--- src/rtl/mff_pkg.sv ---
`timescale 1ns / 1ps
// ----------------------------------------------------------------------------
// mff_pkg: shared types and constants of the multichannel frame FIFO
// Field widths, operation and frame kind codes, register indexes and the
// result metadata that travels from the sequencer to the output queue.
// ----------------------------------------------------------------------------
package mff_pkg;

	// Field widths fixed by the stream format.
	localparam int OP_W        = 2;
	localparam int COUNT_W     = 7;
	localparam int SAMPLE_W    = 32;
	localparam int NUM_SAMPLES = 4;
	localparam int CAP_W       = 13;
	localparam int CHAN_W      = 3;
	localparam int FILL_W      = 13;
	localparam int KIND_W      = 2;
	localparam int CFG_INDEX_W = 1;
	localparam int CFG_DATA_W  = 13;

	// Packed stream widths; the tdata widths are rounded up to whole bytes.
	localparam int S_TDATA_W = 136;
	localparam int S_TUSER_W = 2;
	localparam int M_TDATA_W = 152;
	localparam int M_TUSER_W = 2;

	// Operation codes.
	localparam logic [OP_W-1:0] OP_PUSH    = 2'd0;
	localparam logic [OP_W-1:0] OP_POP     = 2'd1;
	localparam logic [OP_W-1:0] OP_DISCARD = 2'd2;
	localparam logic [OP_W-1:0] OP_FLUSH   = 2'd3;

	// Frame kind codes of a result.
	localparam logic [KIND_W-1:0] KIND_STORED   = 2'd0;
	localparam logic [KIND_W-1:0] KIND_UNDERRUN = 2'd1;
	localparam logic [KIND_W-1:0] KIND_STATUS   = 2'd2;

	// Configuration register indexes and reset values.
	localparam logic [CFG_INDEX_W-1:0] REG_CAPACITY = 1'd0;
	localparam logic [CFG_INDEX_W-1:0] REG_CHANNELS = 1'd1;
	localparam logic [CAP_W-1:0]       CAP_RESET    = 13'd4096;
	localparam logic [CHAN_W-1:0]      CHAN_RESET   = 3'd2;

	// Metadata of one result.
	typedef struct packed {
		logic [KIND_W-1:0]  kind;
		logic [COUNT_W-1:0] moved;
		logic [FILL_W-1:0]  fill;
		logic               last;
	} mff_meta_t;

endpackage

--- src/rtl/mff_outq.sv ---
`timescale 1ns / 1ps
// ----------------------------------------------------------------------------
// mff_outq: two-entry result queue
// Decouples the result stream from the sequencer and grants issue credit
// so that one slot in flight always finds room.
// ----------------------------------------------------------------------------
module mff_outq #(
	parameter int DW = 128
) (
	input  logic               clk,
	input  logic               arst_n,
	input  logic               push_valid,
	input  mff_pkg::mff_meta_t push_meta,
	input  logic [DW-1:0]      push_data,
	output logic               credit_ok,
	output logic               m_valid,
	input  logic               m_ready,
	output mff_pkg::mff_meta_t m_meta,
	output logic [DW-1:0]      m_data
);
	import mff_pkg::*;

	mff_meta_t     meta_q [2];
	logic [DW-1:0] data_q [2];
	logic          wr_ptr_q;
	logic          rd_ptr_q;
	logic [1:0]    occ_q;
	logic          pop;
	logic [2:0]    after;

	assign pop     = m_valid && m_ready;
	assign m_valid = (occ_q != 2'd0);
	assign m_meta  = meta_q[rd_ptr_q];
	assign m_data  = data_q[rd_ptr_q];

	// A new slot may issue if the queue keeps a free entry for it.
	assign after     = 3'(occ_q) + 3'(push_valid) - 3'(pop);
	assign credit_ok = (after <= 3'd1);

	// Pointers and occupancy.
	always_ff @(posedge clk or negedge arst_n) begin
		if (!arst_n) begin
			wr_ptr_q <= 1'b0;
			rd_ptr_q <= 1'b0;
			occ_q    <= 2'd0;
		end else begin
			if (push_valid) begin
				wr_ptr_q <= ~wr_ptr_q;
			end
			if (pop) begin
				rd_ptr_q <= ~rd_ptr_q;
			end
			occ_q <= 2'(after);
		end
	end

	// Entry storage.
	always_ff @(posedge clk) begin
		if (push_valid) begin
			meta_q[wr_ptr_q] <= push_meta;
			data_q[wr_ptr_q] <= push_data;
		end
	end

endmodule

--- config.mk ---
export PLATFORM = sky130hd
export DESIGN_NAME = mff_outq
export DESIGN_NICKNAME = d
export VERILOG_FILES = /design/src/rtl/mff_pkg.sv /design/src/rtl/mff_outq.sv
export SDC_FILE = /design/constraint.sdc
export NUM_CORES = 1
export LEC_CHECK = 0
export ABC_AREA = 1
export ABC_CLOCK_PERIOD_IN_PS = 21800
export BUFFER_PORTS_ARGS = -buffer_cell sky130_fd_sc_hd__clkbuf_2
export CAP_MARGIN = 20
export CELL_PAD_IN_SITES_DETAIL_PLACEMENT = 1
export CELL_PAD_IN_SITES_GLOBAL_PLACEMENT = 1
export CORE_ASPECT_RATIO = 1.25
export CORE_UTILIZATION = 45
export DETAILED_ROUTE_END_ITERATION = 6
export PLACE_DENSITY_LB_ADDON = 0.12
export SETUP_SLACK_MARGIN = 0.5
export SYNTH_ARGS = -nofsm -noshare
export SYNTH_HDL_FRONTEND = slang
export SYNTH_SLANG_ARGS = --single-unit
--- constraint.sdc ---
create_clock -name clk -period 21.8 [get_ports clk]
set_clock_uncertainty 0.1 [all_clocks]
set_input_delay 4.36 -clock clk [delete_from_list [all_inputs] [get_ports clk]]
set_output_delay 4.36 -clock clk [all_outputs]
set_load 0.01 [all_outputs]
**Word level (Yosys, flattened, before mapping)**

Memory sizes are Yosys's and may differ from the RTL's.
Index checks and enable logic that the tools add are counted.

- Output and inout bits: 153
- Word-level logic and storage cells: 14
- RAM bits: 302
- Bits in registers: 4
- Bits of input ports: 155
- Memories: 2

Memory list:

| name | depth | bits a word | rd ports | clocked after memory_dff | wr ports | line | source |
|---|---|---|---|---|---|---|---|
| data_q | 2 | 128 | 1 | 0 | 1 | mff_outq.sv:24 | `logic [DW-1:0] data_q [2];` |
| meta_q | 2 | 23 | 1 | 0 | 1 | mff_outq.sv:23 | `mff_meta_t meta_q [2];` |

- Reduce and logical (&&, ||, !) cells: 2
- Bitwise operators: 2
- Magnitude comparators: 1
- Add/subtract/negate cells: 2
- Muxes and demuxes: 2

Operators by type and width:

| operator | count |
|---|---|
| adder 2 x 1 -> 3 bit | 1 |
| less-or-equal comparator 3 x 1 -> 1 bit (second input constant) | 1 |
| subtractor 3 x 1 -> 3 bit | 1 |
| two-way mux 1 bit | 2 |
| NOT 1 bit | 2 |
| nonzero test 2 bit | 1 |
| logical AND 1 bit | 1 |

**Logic depth before layout (Yosys ltp)**

Gate-level depths: netlist of the first run.

- Word-level depth: 4
- Gate-level depth with buffers: 8
- Gate-level depth less buffers: 8

**Least setup slack after synthesis of the first run**

OpenSTA, ideal clock, no wires.

- Path type: input to register
- From: in push_valid
- To: mem data_q[0][0], enable pin
- Stages: 2
- Required time: 21.032 ns
- Path slack: 10.319 ns
- Setup time: 0.668 ns
- Path buffers: 0
- Data arrival time: 10.713 ns
- Cells stage by stage: inv_1 nor2_1

- Word-level cells in the longest chain between the ends: 2

RTL lines:

| element | line | source |
|---|---|---|
| start: declaration | mff_outq.sv:12 | `input logic push_valid,` |
| two-way mux 1 bit | mff_outq.sv:59 | `if (push_valid) begin` |
| two-way mux 1 bit (not written as such) | mff_outq.sv:61 | `data_q[wr_ptr_q] <= push_data;` |
| end: declaration | mff_outq.sv:24 |  |

No other way between the ends.

**Worst setup path after layout of the first run**

- From: in m_ready
- To: out credit_ok

- Word-level cells in the longest chain between the ends: 3

RTL lines:

| element | line | source |
|---|---|---|
| start: declaration | mff_outq.sv:17 | `input logic m_ready,` |
| logical AND 1 bit | mff_outq.sv:31 | `assign pop = m_valid && m_ready;` |
| via pop | mff_outq.sv:28 | `logic pop;` |
| subtractor 3 x 1 -> 3 bit | mff_outq.sv:37 | `assign after = 3'(occ_q) + 3'(push_valid) - 3'(pop);` |
| less-or-equal comparator 3 x 1 -> 1 bit | mff_outq.sv:38 | `assign credit_ok = (after <= 3'd1);` |
| end: declaration | mff_outq.sv:15 | `output logic credit_ok,` |

The timed path passes the listed nets, and every way through them passes these cells.

==> results of run 1 <==
==> critical path: cells and delay by family <==
family / cells / cell delay (ps)
AND/OR/NAND/NOR: 1 / 100
XOR/XNOR: 1 / 140
AO/OA/AOI/OAI: 1 / 110
adder cells (fa/ha/maj): 3 / 860
buffers and inverters: 4 / 350
==> stage by stage <==
| stage | total power, W | std cells | util [%] |
|---|---|---|---|
| final | 0.00190 | 1481 | 57.1 |
| after global routing | 0.00201 | 1479 | 57.0 |
| after CTS | 0.00192 | 1477 | 56.9 |
| after detailed placement | 0.00142 | 1422 | 53.1 |
| after global placement | 0.00140 | 1422 | 53.1 |
| after floorplan | 0.00119 | 813 | - |
==> report_power, final <==
| part | leakage, nW | switching (W) | internal [W] | total, W |
|---|---|---|---|---|
| sequential | 2.88 | 0.0000529 | 0.000782 | 0.000835 |
| clock | 0.467 | 0.000207 | 0.000294 | 0.000500 |
| combinational | 2.73 | 0.000381 | 0.000179 | 0.000560 |
==> area by class of cell <==
type,instances,area (µm²),share of cell area [%]
flip-flops and latches,306,9170,65.6
clock inverters,18,156,1.12
repair buffers,313,1590,11.4
diodes,3,7.51,0.0537
multi-input cells,466,1800,12.9
well taps,330,413,2.95
inverters,8,37.5,0.268
clock buffers,37,798,5.71
==> routing by layer <==
metal	up-vias	part of all wire, %	track usage (%)
met5	-	0.12	0
met4	4	2.1	6.47
met3	33	9.4	7.65
met2	220	51	34.3
met1	3427	37	21.9
li1	3375	-	-
==> cell families (layout without fill, tap and decap cells) <==
kind of cell	count (synthesis)	after routing	share of synthesized area, %
compound gates	1	1	0.0446
xor+xnor	2	2	0.156
fa+ha+maj	3	3	0.401
buf+inv	41	376	2.31
flops	306	306	81.7
other cells	0	3	0
simple gates	460	460	15.4
==> path summary, 6_finish.rpt <==
kind	startpoint	endpoint	cells after the start
worst max-delay path	m_ready	credit_ok	10
worst min register to register	wr_ptr_q	wr_ptr_q	1
max in group asynchronous	arst_n	rd_ptr_q	1
min in group asynchronous	arst_n	occ_q[0]	1
worst min-delay path	wr_ptr_q	wr_ptr_q	1
worst max register to register	wr_ptr_q	data_q[1][114]	3
==> registers in the layout, indices dropped and copies added, names as in the netlist <==
| register | count |
|---|---|
| data_q | 256 |
| meta_q | 46 |
| occ_q | 2 |
| rd_ptr_q | 1 |
| wr_ptr_q | 1 |
==> cells in the final DEF, fill, tap and decap left out, drive strengths merged <==
cell / netlist / routed
fa: 1 / 1
nor2: 2 / 2
nand2: 457 / 457
bufinv: 0 / 3
nand3: 1 / 1
inv: 8 / 9
xnor2: 1 / 1
clkbuf: 0 / 344
edfxtp: 302 / 302
buf: 33 / 6
diode: 0 / 3
o21ai: 1 / 1
xor2: 1 / 1
clkinv: 0 / 14
dfrtp: 4 / 4
ha: 2 / 2
==> run metrics, run 1 <==
status complete, no violations; final worst path period share 47.6%; Vias/cell 4.77; Post-Syn Nets 971; share of the synthesized area in the top cell type 80.8%; Post-DRT Antenna Nets 0; # setup viols final 0; routed length per placed instance 17.5 µm; Row Count 64; Max Cap Viol 0; largest cells by area after synthesis edfxtp_1, nand2_1, buf_2, buf_6, dfrtp_1; Crit Path Category in2out; Seq/Total Area, Yosys 81.7%; Post-CTS Setup Bufs 0; Synth Flop Type edfxtp_1; Mapped Area 11200 µm²; layout cell share with drive strength beyond 1 31.0%; core area 24500 µm²; arrival time worst endpoint roughly 6000 ps; chip height 179 µm; Setup WS pre-CTS about 11000 ps; Worst Path Max Fanout 2; yosys warns 0; count of pins over their slew limit 0; Syn Inst Count between 800 and 900; GRT overflow 0; Yosys reg bits 306; final hold violation count 0; RSZ-0062 raised after global routing false; final setup margin 11410 ps; worst slew pin tran approximately 1000 ps; clock tree sinks 306; most frequent cells after synthesis nand2_1, edfxtp_1, buf_2; post-CTS resize count 0; worst-path cell chain clkbuf_2 -> o21ai_0 -> inv_1 -> ha_1 -> inv_1 -> ha_1 -> fa_1 -> xnor2_1 -> nor2_1 -> clkbuf_2; Synth async-reset ratio 1.31%; Initial Util 45.8%; Tot GR Track Use roughly a fifth; die area 25600 µm²; Leakage ~6 nW; critical path's largest stage delay roughly 400 ps; layout net count 1284; fmax 96.3 MHz; first-pass GRT wire length 37800 µm; hold buffers post-CTS 0; area leader, netlist edfxtp_1; Max transition margin a little under a third; CTS tree done; worst skew pair latency approximately 540 ps; Clk pin slew, worst setup/hold paths 60 ps; CP endpoint kind primary output; Worst EP required 17340 ps; H-tree Lvls 1; CP max-delay cell fa_1; Area growth, synth to finish 24.6%; Mean Syn Cell Area 13.8 µm²; final wirelength 25900 µm; drt pass-1 iters 4; EDFF count, synth 302; chip width 143 µm; critical path startpoint category input port; maximum vdd ir drop 83.7 µV; reg2reg setup slack approximately 19000 ps; residual DRC count 0; pin count of the biggest net entering global routing slightly below 90; Netlist cell types 15; PwrDens 136 nW/µm²; Initial DRC Count between 200 and 250; clk buf depth 3; Fin Setup TNS 0 ps; Top Ports between 300 and 400; Final Cell Area 14000 µm²; via total after detailed routing just over 7000; Hold Crit Class reg2reg; CTS Root Cell clkbuf_16; GP Congestion 0.685; final period demand of the worst path 10390 ps; Final Hold Slack 465 ps; total CTS buffers 31; number of global-route vias before repair 7237; most common cell in the netlist nand2_1; input/output buffers 307; initial antenna violation count 4; fill count 2565; HPWL Detailed approximately 16000 µm; Placed Area around 13000 µm²
(Power assumes the default switching activity.)
==> run 2: changes to the inputs <==
--- a/config.mk
+++ b/config.mk
@@ -5,14 +5,14 @@
 export SDC_FILE = /design/constraint.sdc
 export NUM_CORES = 1
 export LEC_CHECK = 0
-export ABC_AREA = 1
-export ABC_CLOCK_PERIOD_IN_PS = 21800
+export ABC_AREA = 0
+export ABC_CLOCK_PERIOD_IN_PS = 9600
 export BUFFER_PORTS_ARGS = -buffer_cell sky130_fd_sc_hd__clkbuf_2
 export CAP_MARGIN = 20
 export CELL_PAD_IN_SITES_DETAIL_PLACEMENT = 1
 export CELL_PAD_IN_SITES_GLOBAL_PLACEMENT = 1
 export CORE_ASPECT_RATIO = 1.25
-export CORE_UTILIZATION = 45
+export CORE_UTILIZATION = 44
 export DETAILED_ROUTE_END_ITERATION = 6
 export PLACE_DENSITY_LB_ADDON = 0.12
 export SETUP_SLACK_MARGIN = 0.5
==> constraint.sdc (replaced) <==
create_clock -name clk -period 9.6 [get_ports clk]
set_clock_uncertainty 0.1 [all_clocks]
set_input_delay 1.92 -clock clk [delete_from_list [all_inputs] [get_ports clk]]
set_output_delay 1.92 -clock clk [all_outputs]
set_load 0.01 [all_outputs]
==> run 2 against run 1 <==
Effect of this change:
- synthesized cell count decreased by 40%
- sequential share of layout area is 1.7 points lower
- routed wire length fell by 7.9%
- first-iteration DRC count fell by 34%
- cell count decreased by 20%
- non-clock buffer count rose by 1
- synthesized area is 1.9% higher
- setup slack got worse by 7300 ps
- critical path type unchanged
==> run metrics, run 2 <==
final worst path period share 57.2%; Yosys reg bits 306; Hold Crit Class reg2reg; Area growth, synth to finish 25.5%; chip width 146 µm; Netlist cell types 16; Post-CTS Setup Bufs 0; most common cell in the netlist edfxtp_1; Synth Area in Compound Gates 0.0657%; CTS tree done; initial antenna violation count 2; worst-path cell chain clkbuf_2 -> o21a_1 -> ha_1 -> inv_1 -> ha_1 -> fa_1 -> xnor2_1 -> nor2_1 -> clkbuf_2; Worst Path Max Fanout 2; Synth Flop Type edfxtp_1; Initial Util 45.0%; post-CTS resize count 0; Fin Setup TNS 0 ps; number of flip-flops under the largest register name 256; Post-Synth XOR/XNOR Area 0.230%; via total after detailed routing around 5800; simple-gate portion of the synthesized area 0.175%; hold buffers post-CTS 0; CTS Root Cell clkbuf_16; die area between 20000 and 30000 µm²; final hold violation count 0; drt pass-1 iters 4; layout cell share with drive strength beyond 1 60.9%; most common cell after layout, fill and taps aside clkbuf_2; Final Hold Slack slightly below 500 ps; RSZ-0062 raised after global routing false; Mean Syn Cell Area roughly 23 µm²; total CTS buffers 31; Post-Route Utilization 56.5%; worst slew pin tran 1130 ps; fmax 182 MHz; Non-Filler Instances 1179; mux cell area share after synthesis between 15 and 20%; yosys warns 0; status complete, no violations; clock tree sinks 306; final wirelength about 24000 µm; PwrDens 303 nW/µm²; # setup viols final 0; Vias/cell 4.88; largest cells by area after synthesis edfxtp_1, mux2_4, mux2_2, buf_6, dfrtp_1; count of pins over their slew limit 0; Leakage 5.71 nW; share of the synthesized area in the top cell type 79.3%; routed length per placed instance just over 20 µm; biggest regs data_q x256, meta_q x46, occ_q x2; most frequent cells in the layout clkbuf_2, edfxtp_1, mux2_4, mux2_2, clkbuf_16; area leader, netlist edfxtp_1; worst skew pair latency 540 ps; largest family of logic cells by synthesized area multiplexers; Initial DRC Count 159; input/output buffers 307; Max transition margin 24.7%; core area around 25000 µm²; critical path startpoint category input port; EDFF count, synth around 300; GRT overflow 0; pin count of the biggest net entering global routing 81; Synth Area in Adders less than 1%; Row Count 65; Worst EP required 7580 ps; clk buf depth 3; Top Ports roughly 310; layout net count 977; Clk pin slew, worst setup/hold paths around 60 ps; HPWL Detailed around 16000 µm; Synth async-reset ratio between 1 and 1.5%; Final Power ~0.0043 W; number of global-route vias before repair between 6000 and 7000; Post-Syn Nets 647; GP Congestion 0.753; Tot GR Track Use 17.6%; H-tree Lvls 1; Post-DRT Antenna Nets 0; residual DRC count 0; first-pass GRT wire length 35800 µm; CP endpoint kind primary output; chip height 182 µm; Mapped Area around 11000 µm²; final period demand of the worst path 5490 ps; Most flops, register data_q; CP max-delay cell fa_1; Placed Cells incl. Taps 1119; Seq/Total Area, Yosys 80.2%; arrival time worst endpoint 3470 ps; Syn Inst Count ~490; Crit Path Category in2out; Max Cap Viol 0; critical path's largest stage delay about 400 ps; maximum vdd ir drop 277 µV; most frequent cells after synthesis edfxtp_1, mux2_4, mux2_2
[run 2: worst max-delay path: cells and delay by family]
kind | cells | cell delay (ps)
adder cells (fa/ha/maj) | 3 | 860
XOR/XNOR | 1 | 160
AO/OA/AOI/OAI | 1 | 130
buffers and inverters | 3 | 290
AND/OR/NAND/NOR | 1 | 120
[run 2: layer usage]
layer  global-route usage, %  up-vias  wire (µm)
met4                    6.00        2        570
met5                       0        -         13
met2                    32.2      238      12600
met3                    6.00       43       2070
li1                        -     2606          -
met1                    18.9     2865       8540
[run 2: per-stage QoR]
| stage | setup slack [ps] | area, µm² |
|---|---|---|
| after global routing | 4050 | 14300 |
| after CTS | 4110 | 14300 |
| final | 4110 | 14300 |
| after detailed placement | 4110 | 13300 |
| after global placement | 4200 | 13300 |
| after floorplan | 3210 | 11400 |
[run 2: final cells by class]
cell class	instances	area [µm²]
fillers	2361	11000
flip-flops and latches	306	9170
multi-input cells	162	2110
repair buffers	314	1630
clock buffers	35	791
well taps	335	419
clock inverters	22	208
inverters	4	15.0
diodes	1	2.50
[run 2: path summary, 6_finish.rpt]
check	from	endpoint	slack [ps]	depth (start not counted)
setup / recovery	m_ready	credit_ok	4110	9
hold / removal	wr_ptr_q	wr_ptr_q	490	1
setup reg to reg	wr_ptr_q	data_q[0][67]	6850	2
hold reg to reg	wr_ptr_q	wr_ptr_q	490	1
max in group asynchronous	arst_n	rd_ptr_q	8170	1
min in group asynchronous	arst_n	occ_q[0]	1080	1
[run 2: power by group]
part / internal [W] / total [W] / switching (W)
registers: 0.00178 / 0.00187 / 0.0000965
logic: 0.000620 / 0.00129 / 0.000668
clock network: 0.000695 / 0.00118 / 0.000485
[run 2: cell families (layout without fill, tap and decap cells)]
kind of cell,after synthesis,after routing
muxes,151,151
buffers and inverters,21,375
other,0,1
adders and majority gates,3,3
AOI/OAI and AO/OA,1,1
DFF,306,306
xor gates and xnor gates,3,3
and+or+nand+nor,4,4
