File: src/rtl/mff_pkg.sv
`timescale 1ns / 1ps
// ----------------------------------------------------------------------------
// mff_pkg: shared types and constants of the multichannel frame FIFO
// Field widths, operation and frame kind codes, register indexes and the
// result metadata that travels from the sequencer to the output queue.
// ----------------------------------------------------------------------------
package mff_pkg;

	// Field widths fixed by the stream format.
	localparam int OP_W        = 2;
	localparam int COUNT_W     = 7;
	localparam int SAMPLE_W    = 32;
	localparam int NUM_SAMPLES = 4;
	localparam int CAP_W       = 13;
	localparam int CHAN_W      = 3;
	localparam int FILL_W      = 13;
	localparam int KIND_W      = 2;
	localparam int CFG_INDEX_W = 1;
	localparam int CFG_DATA_W  = 13;

	// Packed stream widths; the tdata widths are rounded up to whole bytes.
	localparam int S_TDATA_W = 136;
	localparam int S_TUSER_W = 2;
	localparam int M_TDATA_W = 152;
	localparam int M_TUSER_W = 2;

	// Operation codes.
	localparam logic [OP_W-1:0] OP_PUSH    = 2'd0;
	localparam logic [OP_W-1:0] OP_POP     = 2'd1;
	localparam logic [OP_W-1:0] OP_DISCARD = 2'd2;
	localparam logic [OP_W-1:0] OP_FLUSH   = 2'd3;

	// Frame kind codes of a result.
	localparam logic [KIND_W-1:0] KIND_STORED   = 2'd0;
	localparam logic [KIND_W-1:0] KIND_UNDERRUN = 2'd1;
	localparam logic [KIND_W-1:0] KIND_STATUS   = 2'd2;

	// Configuration register indexes and reset values.
	localparam logic [CFG_INDEX_W-1:0] REG_CAPACITY = 1'd0;
	localparam logic [CFG_INDEX_W-1:0] REG_CHANNELS = 1'd1;
	localparam logic [CAP_W-1:0]       CAP_RESET    = 13'd4096;
	localparam logic [CHAN_W-1:0]      CHAN_RESET   = 3'd2;

	// Metadata of one result.
	typedef struct packed {
		logic [KIND_W-1:0]  kind;
		logic [COUNT_W-1:0] moved;
		logic [FILL_W-1:0]  fill;
		logic               last;
	} mff_meta_t;

endpackage

File: src/rtl/mff_ctrl.sv
`timescale 1ns / 1ps
// ----------------------------------------------------------------------------
// mff_ctrl: request sequencer of the frame FIFO
// Holds the configuration, the ring pointers and the fill count, writes pushed
// frames into the frame store and issues one result slot per cycle while the output
// queue grants credit, reading the store for every stored frame of a pop.
// ----------------------------------------------------------------------------
module mff_ctrl #(
	parameter int MAX_FRAMES   = 4096,
	parameter int MAX_CHANNELS = 4,
	parameter int MAX_BURST    = 64
) (
	input  logic                                           clk,
	input  logic                                           arst_n,
	// Request side
	input  logic                                           s_valid,
	output logic                                           s_ready,
	input  logic [mff_pkg::OP_W-1:0]                       op,
	input  logic [mff_pkg::COUNT_W-1:0]                    frame_count,
	input  logic [mff_pkg::NUM_SAMPLES*mff_pkg::SAMPLE_W-1:0] samples,
	// Configuration
	input  logic                                           wr_en,
	input  logic [mff_pkg::CFG_INDEX_W-1:0]                wr_index,
	input  logic [mff_pkg::CFG_DATA_W-1:0]                 wr_data,
	// Frame store
	output logic                                           ram_we,
	output logic [$clog2(MAX_FRAMES)-1:0]                  ram_waddr,
	output logic [((MAX_CHANNELS < 4) ? MAX_CHANNELS : 4)*mff_pkg::SAMPLE_W-1:0] ram_wdata,
	output logic                                           ram_re,
	output logic [$clog2(MAX_FRAMES)-1:0]                  ram_raddr,
	input  logic [((MAX_CHANNELS < 4) ? MAX_CHANNELS : 4)*mff_pkg::SAMPLE_W-1:0] ram_rdata,
	// Result slots towards the output queue
	input  logic                                           credit_ok,
	output logic                                           slot_valid,
	output mff_pkg::mff_meta_t                             slot_meta,
	output logic [((MAX_CHANNELS < 4) ? MAX_CHANNELS : 4)*mff_pkg::SAMPLE_W-1:0] slot_data
);
	import mff_pkg::*;

	localparam int AW    = $clog2(MAX_FRAMES);
	localparam int CW    = $clog2(MAX_FRAMES + 1);
	localparam int MW    = (CW > COUNT_W) ? CW : COUNT_W;
	localparam int LANES = (MAX_CHANNELS < NUM_SAMPLES) ? MAX_CHANNELS : NUM_SAMPLES;
	localparam int DW    = LANES * SAMPLE_W;

	localparam logic ST_IDLE = 1'b0;
	localparam logic ST_GEN  = 1'b1;

	logic                state_q;
	logic [CAP_W-1:0]    capacity_q;
	logic [CHAN_W-1:0]   channels_q;
	logic [AW-1:0]       rp_q;
	logic [AW-1:0]       wp_q;
	logic [CW-1:0]       held_q;
	logic [COUNT_W-1:0]  rem_q;
	logic [COUNT_W-1:0]  stored_q;
	logic [COUNT_W-1:0]  moved_q;
	logic [FILL_W-1:0]   fill_q;
	logic                valid_s1;
	mff_meta_t           meta_s1;

	logic [CW-1:0]       cap_eff;
	logic [CHAN_W-1:0]   chans;
	logic [COUNT_W-1:0]  cnt;
	logic [COUNT_W-1:0]  n_avail;
	logic                can_push;
	logic                pop_burst;
	logic [CW:0]         disc_sum;
	logic [AW-1:0]       rp_disc;
	logic                accept;
	logic                cfg_wr;
	logic                gen_issue;
	logic [COUNT_W-1:0]  total_a;
	logic [COUNT_W-1:0]  moved_a;
	logic [CW-1:0]       held_a;
	logic [KIND_W-1:0]   kind_a;
	logic [NUM_SAMPLES*SAMPLE_W-1:0] masked;
	mff_meta_t           meta_next;

	// Advance a ring pointer, wrapping at the capacity in use.
	function automatic logic [AW-1:0] next_ptr(input logic [AW-1:0] p,
	                                           input logic [CW-1:0] c);
		logic [CW:0] inc;
		inc = (CW+1)'(p) + (CW+1)'(1);
		return (inc >= (CW+1)'(c)) ? '0 : AW'(inc);
	endfunction

	// Effective capacity and channel count.
	always_comb begin
		cap_eff = (32'(capacity_q) > 32'(MAX_FRAMES)) ? CW'(MAX_FRAMES) : CW'(capacity_q);
		chans   = (32'(channels_q) > 32'(LANES)) ? CHAN_W'(LANES) : channels_q;
	end

	// Request decode.
	always_comb begin
		cnt       = (frame_count > COUNT_W'(MAX_BURST)) ? COUNT_W'(MAX_BURST) : frame_count;
		n_avail   = (MW'(cnt) < MW'(held_q)) ? cnt : COUNT_W'(held_q);
		can_push  = held_q < cap_eff;
		pop_burst = (op == OP_POP) && (cnt != '0);
		disc_sum  = (CW+1)'(rp_q) + (CW+1)'(n_avail);
		rp_disc   = (disc_sum >= (CW+1)'(cap_eff)) ? AW'(disc_sum - (CW+1)'(cap_eff))
		                                            : AW'(disc_sum);
	end

	// Outcome of the accepted request: moved count, new fill and first slot kind.
	always_comb begin
		total_a = COUNT_W'(1);
		moved_a = '0;
		held_a  = held_q;
		kind_a  = KIND_STATUS;
		case (op)
			OP_PUSH: begin
				if (can_push) begin
					moved_a = COUNT_W'(1);
					held_a  = held_q + CW'(1);
				end
			end
			OP_POP: begin
				if (pop_burst) begin
					total_a = cnt;
					moved_a = n_avail;
					held_a  = held_q - CW'(n_avail);
					kind_a  = (n_avail != '0) ? KIND_STORED : KIND_UNDERRUN;
				end
			end
			OP_DISCARD: begin
				moved_a = n_avail;
				held_a  = held_q - CW'(n_avail);
			end
			default: begin
				held_a = '0;
			end
		endcase
	end

	// Handshake and issue control.
	assign s_ready   = (state_q == ST_IDLE) && credit_ok;
	assign accept    = s_valid && s_ready;
	assign cfg_wr    = wr_en;
	assign gen_issue = (state_q == ST_GEN) && credit_ok;

	// Channels beyond the count in use are stored as zero.
	always_comb begin
		masked = '0;
		for (int j = 0; j < NUM_SAMPLES; j++) begin
			if (j < int'(chans)) begin
				masked[j*SAMPLE_W +: SAMPLE_W] = samples[j*SAMPLE_W +: SAMPLE_W];
			end
		end
	end

	// Frame store ports.
	assign ram_we    = accept && (op == OP_PUSH) && can_push;
	assign ram_waddr = wp_q;
	assign ram_wdata = DW'(masked);
	assign ram_re    = (accept && pop_burst && (n_avail != '0)) ||
	                   (gen_issue && (stored_q != '0));
	assign ram_raddr = rp_q;

	// Metadata of the slot issued this cycle.
	always_comb begin
		if (state_q == ST_IDLE) begin
			meta_next.kind  = kind_a;
			meta_next.moved = moved_a;
			meta_next.fill  = FILL_W'(held_a);
			meta_next.last  = (total_a == COUNT_W'(1));
		end else begin
			meta_next.kind  = (stored_q != '0) ? KIND_STORED : KIND_UNDERRUN;
			meta_next.moved = moved_q;
			meta_next.fill  = fill_q;
			meta_next.last  = (rem_q == COUNT_W'(1));
		end
	end

	// Sequencer, pointers and configuration.
	always_ff @(posedge clk or negedge arst_n) begin
		if (!arst_n) begin
			state_q    <= ST_IDLE;
			capacity_q <= CAP_RESET;
			channels_q <= CHAN_RESET;
			rp_q       <= '0;
			wp_q       <= '0;
			held_q     <= '0;
			rem_q      <= '0;
			stored_q   <= '0;
		end else if (cfg_wr) begin
			if (wr_index == REG_CAPACITY) begin
				capacity_q <= wr_data[CAP_W-1:0];
			end else begin
				channels_q <= wr_data[CHAN_W-1:0];
			end
			rp_q   <= '0;
			wp_q   <= '0;
			held_q <= '0;
		end else if (accept) begin
			held_q <= held_a;
			case (op)
				OP_PUSH: begin
					if (can_push) begin
						wp_q <= next_ptr(wp_q, cap_eff);
					end
				end
				OP_POP: begin
					if (pop_burst && (n_avail != '0)) begin
						rp_q <= next_ptr(rp_q, cap_eff);
					end
				end
				OP_DISCARD: begin
					rp_q <= rp_disc;
				end
				default: begin
					rp_q <= wp_q;
				end
			endcase
			if (total_a != COUNT_W'(1)) begin
				state_q  <= ST_GEN;
				rem_q    <= total_a - COUNT_W'(1);
				stored_q <= (n_avail != '0) ? n_avail - COUNT_W'(1) : '0;
			end
		end else if (gen_issue) begin
			rem_q <= rem_q - COUNT_W'(1);
			if (stored_q != '0) begin
				stored_q <= stored_q - COUNT_W'(1);
				rp_q     <= next_ptr(rp_q, cap_eff);
			end
			if (rem_q == COUNT_W'(1)) begin
				state_q <= ST_IDLE;
			end
		end
	end

	// Moved count and final fill, shared by every slot of a request.
	always_ff @(posedge clk) begin
		if (accept) begin
			moved_q <= moved_a;
			fill_q  <= FILL_W'(held_a);
		end
	end

	// Slot stage: metadata is registered alongside the store read data.
	always_ff @(posedge clk or negedge arst_n) begin
		if (!arst_n) begin
			valid_s1 <= 1'b0;
		end else begin
			valid_s1 <= accept || gen_issue;
		end
	end

	always_ff @(posedge clk) begin
		if (accept || gen_issue) begin
			meta_s1 <= meta_next;
		end
	end

	assign slot_valid = valid_s1;
	assign slot_meta  = meta_s1;
	assign slot_data  = (meta_s1.kind == KIND_STORED) ? ram_rdata : '0;

endmodule

File: config.mk
export PLATFORM = sky130hd
export DESIGN_NAME = mff_ctrl
export DESIGN_NICKNAME = d
export VERILOG_FILES = /design/src/rtl/mff_pkg.sv /design/src/rtl/mff_ctrl.sv
export SDC_FILE = /design/constraint.sdc
export NUM_CORES = 1
export LEC_CHECK = 0
export ABC_CLOCK_PERIOD_IN_PS = 5600
export BUFFER_PORTS_ARGS = -buffer_cell sky130_fd_sc_hd__buf_2
export CAP_MARGIN = 25
export CELL_PAD_IN_SITES_DETAIL_PLACEMENT = 0
export CELL_PAD_IN_SITES_GLOBAL_PLACEMENT = 1
export CORE_AREA = 10 10 222 224
export CTS_CLUSTER_DIAMETER = 80
export DETAILED_ROUTE_END_ITERATION = 8
export DIE_AREA = 0 0 232 234
export PLACE_DENSITY_LB_ADDON = 0.1
export SLEW_MARGIN = 40
export SYNTH_ARGS = -nofsm -noshare
export SYNTH_HDL_FRONTEND = slang
export SYNTH_SLANG_ARGS = --single-unit
File: constraint.sdc
create_clock -name clk -period 5.6 [get_ports clk]
set_clock_uncertainty 0.15 [all_clocks]
set_input_delay 0.84 -clock clk [delete_from_list [all_inputs] [get_ports clk]]
set_output_delay 0.84 -clock clk [all_outputs]
set_load 0.03 [all_outputs]
# == Word level (Yosys, flattened, before mapping) ==
# Index checks and enable logic that the tools add are counted.
# totals
out_inout_bits,307
word_cells,129
regBits,112
# classes
bitwise_logic,3
muxes,49
order_cmp,12
eq_ne,8
reduce_logical,32
n_addsub,10
# op_table
operator,n
2-to-1 mux 12 bit,12
2-to-1 mux 128 bit,1
2-to-1 mux 32 bit,4
2-to-1 mux 7 bit,13
2-to-1 mux 13 bit,5
greater-or-equal comparator 13 bit,3
one-hot mux 13 bit (3 select lines),1
one-hot mux 12 bit (3 select lines),1
"subtractor 7 x 1 -> 7 bit, second input constant",4
"adder 12 x 1 -> 13 bit, second input constant",2
2-to-1 mux 23 bit,1
one-hot mux 7 bit (3 select lines),1
nonzero test 7 bit,3
"equality test 7 x 1 -> 1 bit, second input constant",2
adder 12 x 7 -> 13 bit,1
"adder 13 x 1 -> 13 bit, second input constant",1
"> comparator 13 bit, second input constant",1
< comparator 13 bit,1
< comparator 7 x 13 -> 1 bit,1
subtractor 13 x 7 -> 13 bit,1
AND reduction 4 bit,3
nonzero test 2 bit,6
subtractor 12 bit,1
logical AND 1 bit,10
other kinds (19),35

# == Logic depth before layout (Yosys ltp) ==
# logic_depth
depth_word,10
depth_mapped,29

# == Least setup slack after synthesis ==
# Ideal clock, no wire load.
# synth_path
kind,input -> register
startpoint,input frame_count[6] (netlist bit)
endpoint,"register rp_q[1], in the netlist ram_raddr[1]"
n_path_buf,3
slack_ns,-1.069
arrival_ns,6.437
path_stages,26
path_cell_list,clkbuf_1 nor2b_1 ha_1 a21oi_1 o21ai_0 a221oi_1 nor2_2 buf_2 o21ai_0 ha_1 inv_1 fa_1 nor2b_1 o31a_1 nor4_1 nor3_1 ha_1 a21o_1 or3_1 o21ai_0 a21oi_1 a21oi_2 buf_2 mux2i_1 nand3_1 a31oi_1
# synth_via
elab_chain_len,10
elab_cells_between_ends,17
cone_classes,add/sub (2); order compare (3); eq/ne (1); mux (6); reduce/logical (5)
# synth_rtl
item,line,rtl
start: declaration,mff_ctrl.sv:19,"input logic [mff_pkg::COUNT_W-1:0] frame_count,"
> comparator 7 bit,mff_ctrl.sv:96,cnt = (frame_count > COUNT_W'(MAX_BURST)) ? COUNT_W'(MAX_BURST) : frame_count;
2-to-1 mux 7 bit *,mff_ctrl.sv:96,
< comparator 7 x 13 -> 1 bit,mff_ctrl.sv:97,n_avail = (MW'(cnt) < MW'(held_q)) ? cnt : COUNT_W'(held_q);
2-to-1 mux 7 bit,mff_ctrl.sv:97,
adder 12 x 7 -> 13 bit,mff_ctrl.sv:100,disc_sum = (CW+1)'(rp_q) + (CW+1)'(n_avail);
subtractor 12 bit / greater-or-equal comparator 13 bit (equally long branches),mff_ctrl.sv:101,rp_disc = (disc_sum >= (CW+1)'(cap_eff)) ? AW'(disc_sum - (CW+1)'(cap_eff))
2-to-1 mux 12 bit,mff_ctrl.sv:101,
one-hot mux 12 bit (3 select lines),mff_ctrl.sv:197,case (op)
2-to-1 mux 12 bit,mff_ctrl.sv:195,end else if (accept) begin
2-to-1 mux 12 bit,mff_ctrl.sv:186,end else if (cfg_wr) begin
end signal: assignment,mff_ctrl.sv:205,"rp_q <= next_ptr(rp_q, cap_eff);"
end signal: assignment,mff_ctrl.sv:209,rp_q <= rp_disc;
end signal: assignment,mff_ctrl.sv:212,rp_q <= wp_q;
end: declaration,mff_ctrl.sv:52,logic [AW-1:0] rp_q;
# Every way passes the cells marked *; elsewhere a longest branch is shown, timed or not.
# A chain may end at the register's enable or synchronous reset.

# == Final worst setup path ==
# layout_path
startpoint,input frame_count[3] (netlist bit)
endpoint,"register rp_q[5], in the netlist ram_raddr[5]"
# Same word-level chain as after synthesis.

==> out/qor.yml <==
run_status:
  status: "complete, no violations"
clock_tree:
  htreeDepth: 3
  clk_pin_slew_ps: 90
  clock_path_buffers: 2
  holdBufCountCts: 0
  cts_tree: "built"
  root_buffer: "clkbuf_16"
  cts.sinks: 112
  clock_latency_ps: 380
  cts_buffers: 9
yosys:
  ys_seq_elements: 112
  syn_area_um2: 11000
  synth_area_leaders: "dfrtp_1 15%, edfxtp_1 12%, ha_1 9.7%, and2_1 9.3%, nor2b_1 6.3%"
  yosysSeqAreaShare: 0.275
  synth_most_common_cell: "and2_1"
  syn_area_per_cell_um2: 8.09
  ys_async_sr_fraction: 0.616
  synth_flop_cell: "dfrtp_1"
  yosys.area.top_type: "dfrtp_1"
  synth_edf_count: 43
  yosysUniqueCellTypes: 78
  syn_inst: 1358
  synth.top_cell.area_share: 0.153
  synthTopCellsByCount: "164 x and2_1, 111 x nor2b_1, 109 x nor2_1"
  synth_fp_nets: 1730
  ys_warn_count: 0
timing:
  final.period_utilization: 0.991
  finalSetupViolations: 0
  worstMarginPinSlew_ps: 826
  slew_viol_final: 0
  finalSetupTns_ps: 0
  hold_viol: 0
  clock.fmax_ghz: 0.180
  rsz0062_at_grt: "true"
  slew_headroom: 0.448
  period_minus_slack_ps: 5550
power_and_ir_drop:
  p_per_area_nw_per_um2: 380
  p_total_uw: 6030
  ir_drop_mv: 0.310
  power.leakage_uw: 0.00802
finish:
  layout-drive-gt1-share: 0.405
  nFillCells: 4852
  flow.area_growth_from_synthesis_pct: 44.5
  layout.nets: 2364
route:
  ant_nets: 0
  drt-initial-drc-count: 786
  wl_mm: 62.0
  dr_total_vias: 12451
  vias_per_cell: 4.79
  drcViolationCount: 0
  post_drt_wl_per_cell_um: 23.8
  firstDrtPassIters: 5
floorplan:
  dieWidth_um: 232
  core_area_um2: 44900
  die-area_um2: 54300
  pin_count: 591
  die_y_um: 234
  start_util: 0.245
  rows: 78
flow_run:
  maxCapViolCount: 0
place:
  port_buffers: 590
  routabilityCongestion: 0.925
  place_hpwl_mm: 52.7
grt:
  grt_first_pass_wirelength_mm: 87.1
  grt_max_degree: 65
  grt_use_total: 0.215
  grt_pass1_vias: 12222
  grt-ovfl-total: 0
  antenna_found_initial: 7
critical_path:
  arrival_ps: 5650
  end_kind: "flop"
  criticalPathCategory: "primary input to flop"
  cp_max_fo: 8
  required_ps: 5700
  cp-start-kind: "primary input"
worst_hold_path:
  hold_class: "primary input to asynchronous set/reset pin"
-- metrics by stage --
stage | utilization | hold WS, ps | cells | setup WS [ps] | instance area (um2)
floorplan | - | 324 | 1358 | -124 | 11100
global placement | 0.340 | 341 | 2571 | -393 | 15300
detailed placement | 0.342 | 342 | 2573 | -398 | 15300
CTS | 0.349 | 101 | 2589 | 11.1 | 15700
global route | 0.354 | 104 | 2598 | -162 | 15900
finish | 0.354 | 110 | 2601 | 51.5 | 15900
-- repair_timing --
| action | CTS | global route |
|---|---|---|
| resized for setup | 0 | 28 |
| setup buffers | 0 | 8 |
| endpoints found under the setup margin | 1 | 12 |
| pin swaps | 1 | 25 |
-- logic make-up (layout without fill, tap and decap cells) --
group	after synthesis	in the layout	synth area share
muxes	40	40	0.0395
DFF	112	112	0.275
xor gates and xnor gates	53	53	0.0422
other	0	4	0
buffers and inverters	133	772	0.0491
and+or+nand+nor	644	644	0.317
adders and majority gates	88	88	0.102
AOI/OAI and AO/OA	288	288	0.176
-- worst max-delay path, stage by stage --
cell and delay, ps:
buf_2 100, nor2b_4 160, ha_4 210, a21oi_1 130, o21ai_1 100, a221oi_2 410
nor2_4 110, buf_6 150, nand2_4 70, o21ai_4 60, ha_4 160, inv_2 50
fa_2 210, nor2b_2 50, o31a_1 280, o31a_1 370, nor3_2 260, ha_1 290
a21o_1 190, or3_1 320, o21ai_2 170, a21oi_2 90, a21oi_4 200, buf_12 150
mux2_2 330, nand3_1 80, a31oi_1 90
-- per-layer routing --
layer  track usage  routed length, um
met4        0.0376                871
met5             0                 33
met1         0.283              27500
met2         0.363              30200
met3        0.0406               3320
-- cell type report --
type,instances,area [um2],area share
inverters,54,203,0.0128
diodes,4,10.0,0.000630
multi-input cells,1113,7680,0.484
flip-flops and latches,112,3020,0.190
repair buffers,702,3890,0.245
clock inverters,7,103,0.00646
well taps,600,751,0.0473
clock buffers,9,225,0.0142
-- worst paths after layout --
path | depth (start not counted) | from | slack (ps) | end
min in group clk | 1 | capacity_q[9] | 370 | capacity_q[9]
hold / removal | 1 | arst_n | 110 | ram_raddr[10]
max in group asynchronous | 2 | arst_n | 4260 | channels_q[2]
setup / recovery | 27 | frame_count[3] | 50 | ram_raddr[5]
hold reg to reg | 1 | capacity_q[9] | 370 | capacity_q[9]
setup reg to reg | 26 | held_q[3] | 120 | ram_raddr[5]
-- cells in the final DEF, fill, tap and decap left out, types with 36 or more instances in the layout --
master,n
dfrtp_1,66
ha_1,79
nor3_1,42
xnor2_1,36
nor2b_1,105
edfxtp_1,43
nand2_1,97
a21oi_1,49
nor2_1,106
o21ai_0,63
and2_1,164
buf_2,587
inv_1,52
buf_4,105
-- flip-flops by register name (all words and copies together) (netlist names) --
register / flops
moved_q: 7
held_q: 13
fill_q: 13
stored_q: 7
capacity_q: 13
ram_waddr: 12
ram_raddr: 12
slot_meta: 23
state_q: 1
rem_q: 7
channels_q: 3
slot_valid: 1
-- where the power goes --
group          internal (uW)  total (uW)  switching (uW)
registers               1050        1270             216
logic                   1630        4020            2390
clock network            367         739             371
total                   3050        6030            2980
Power figures use the tool's default switching activity.
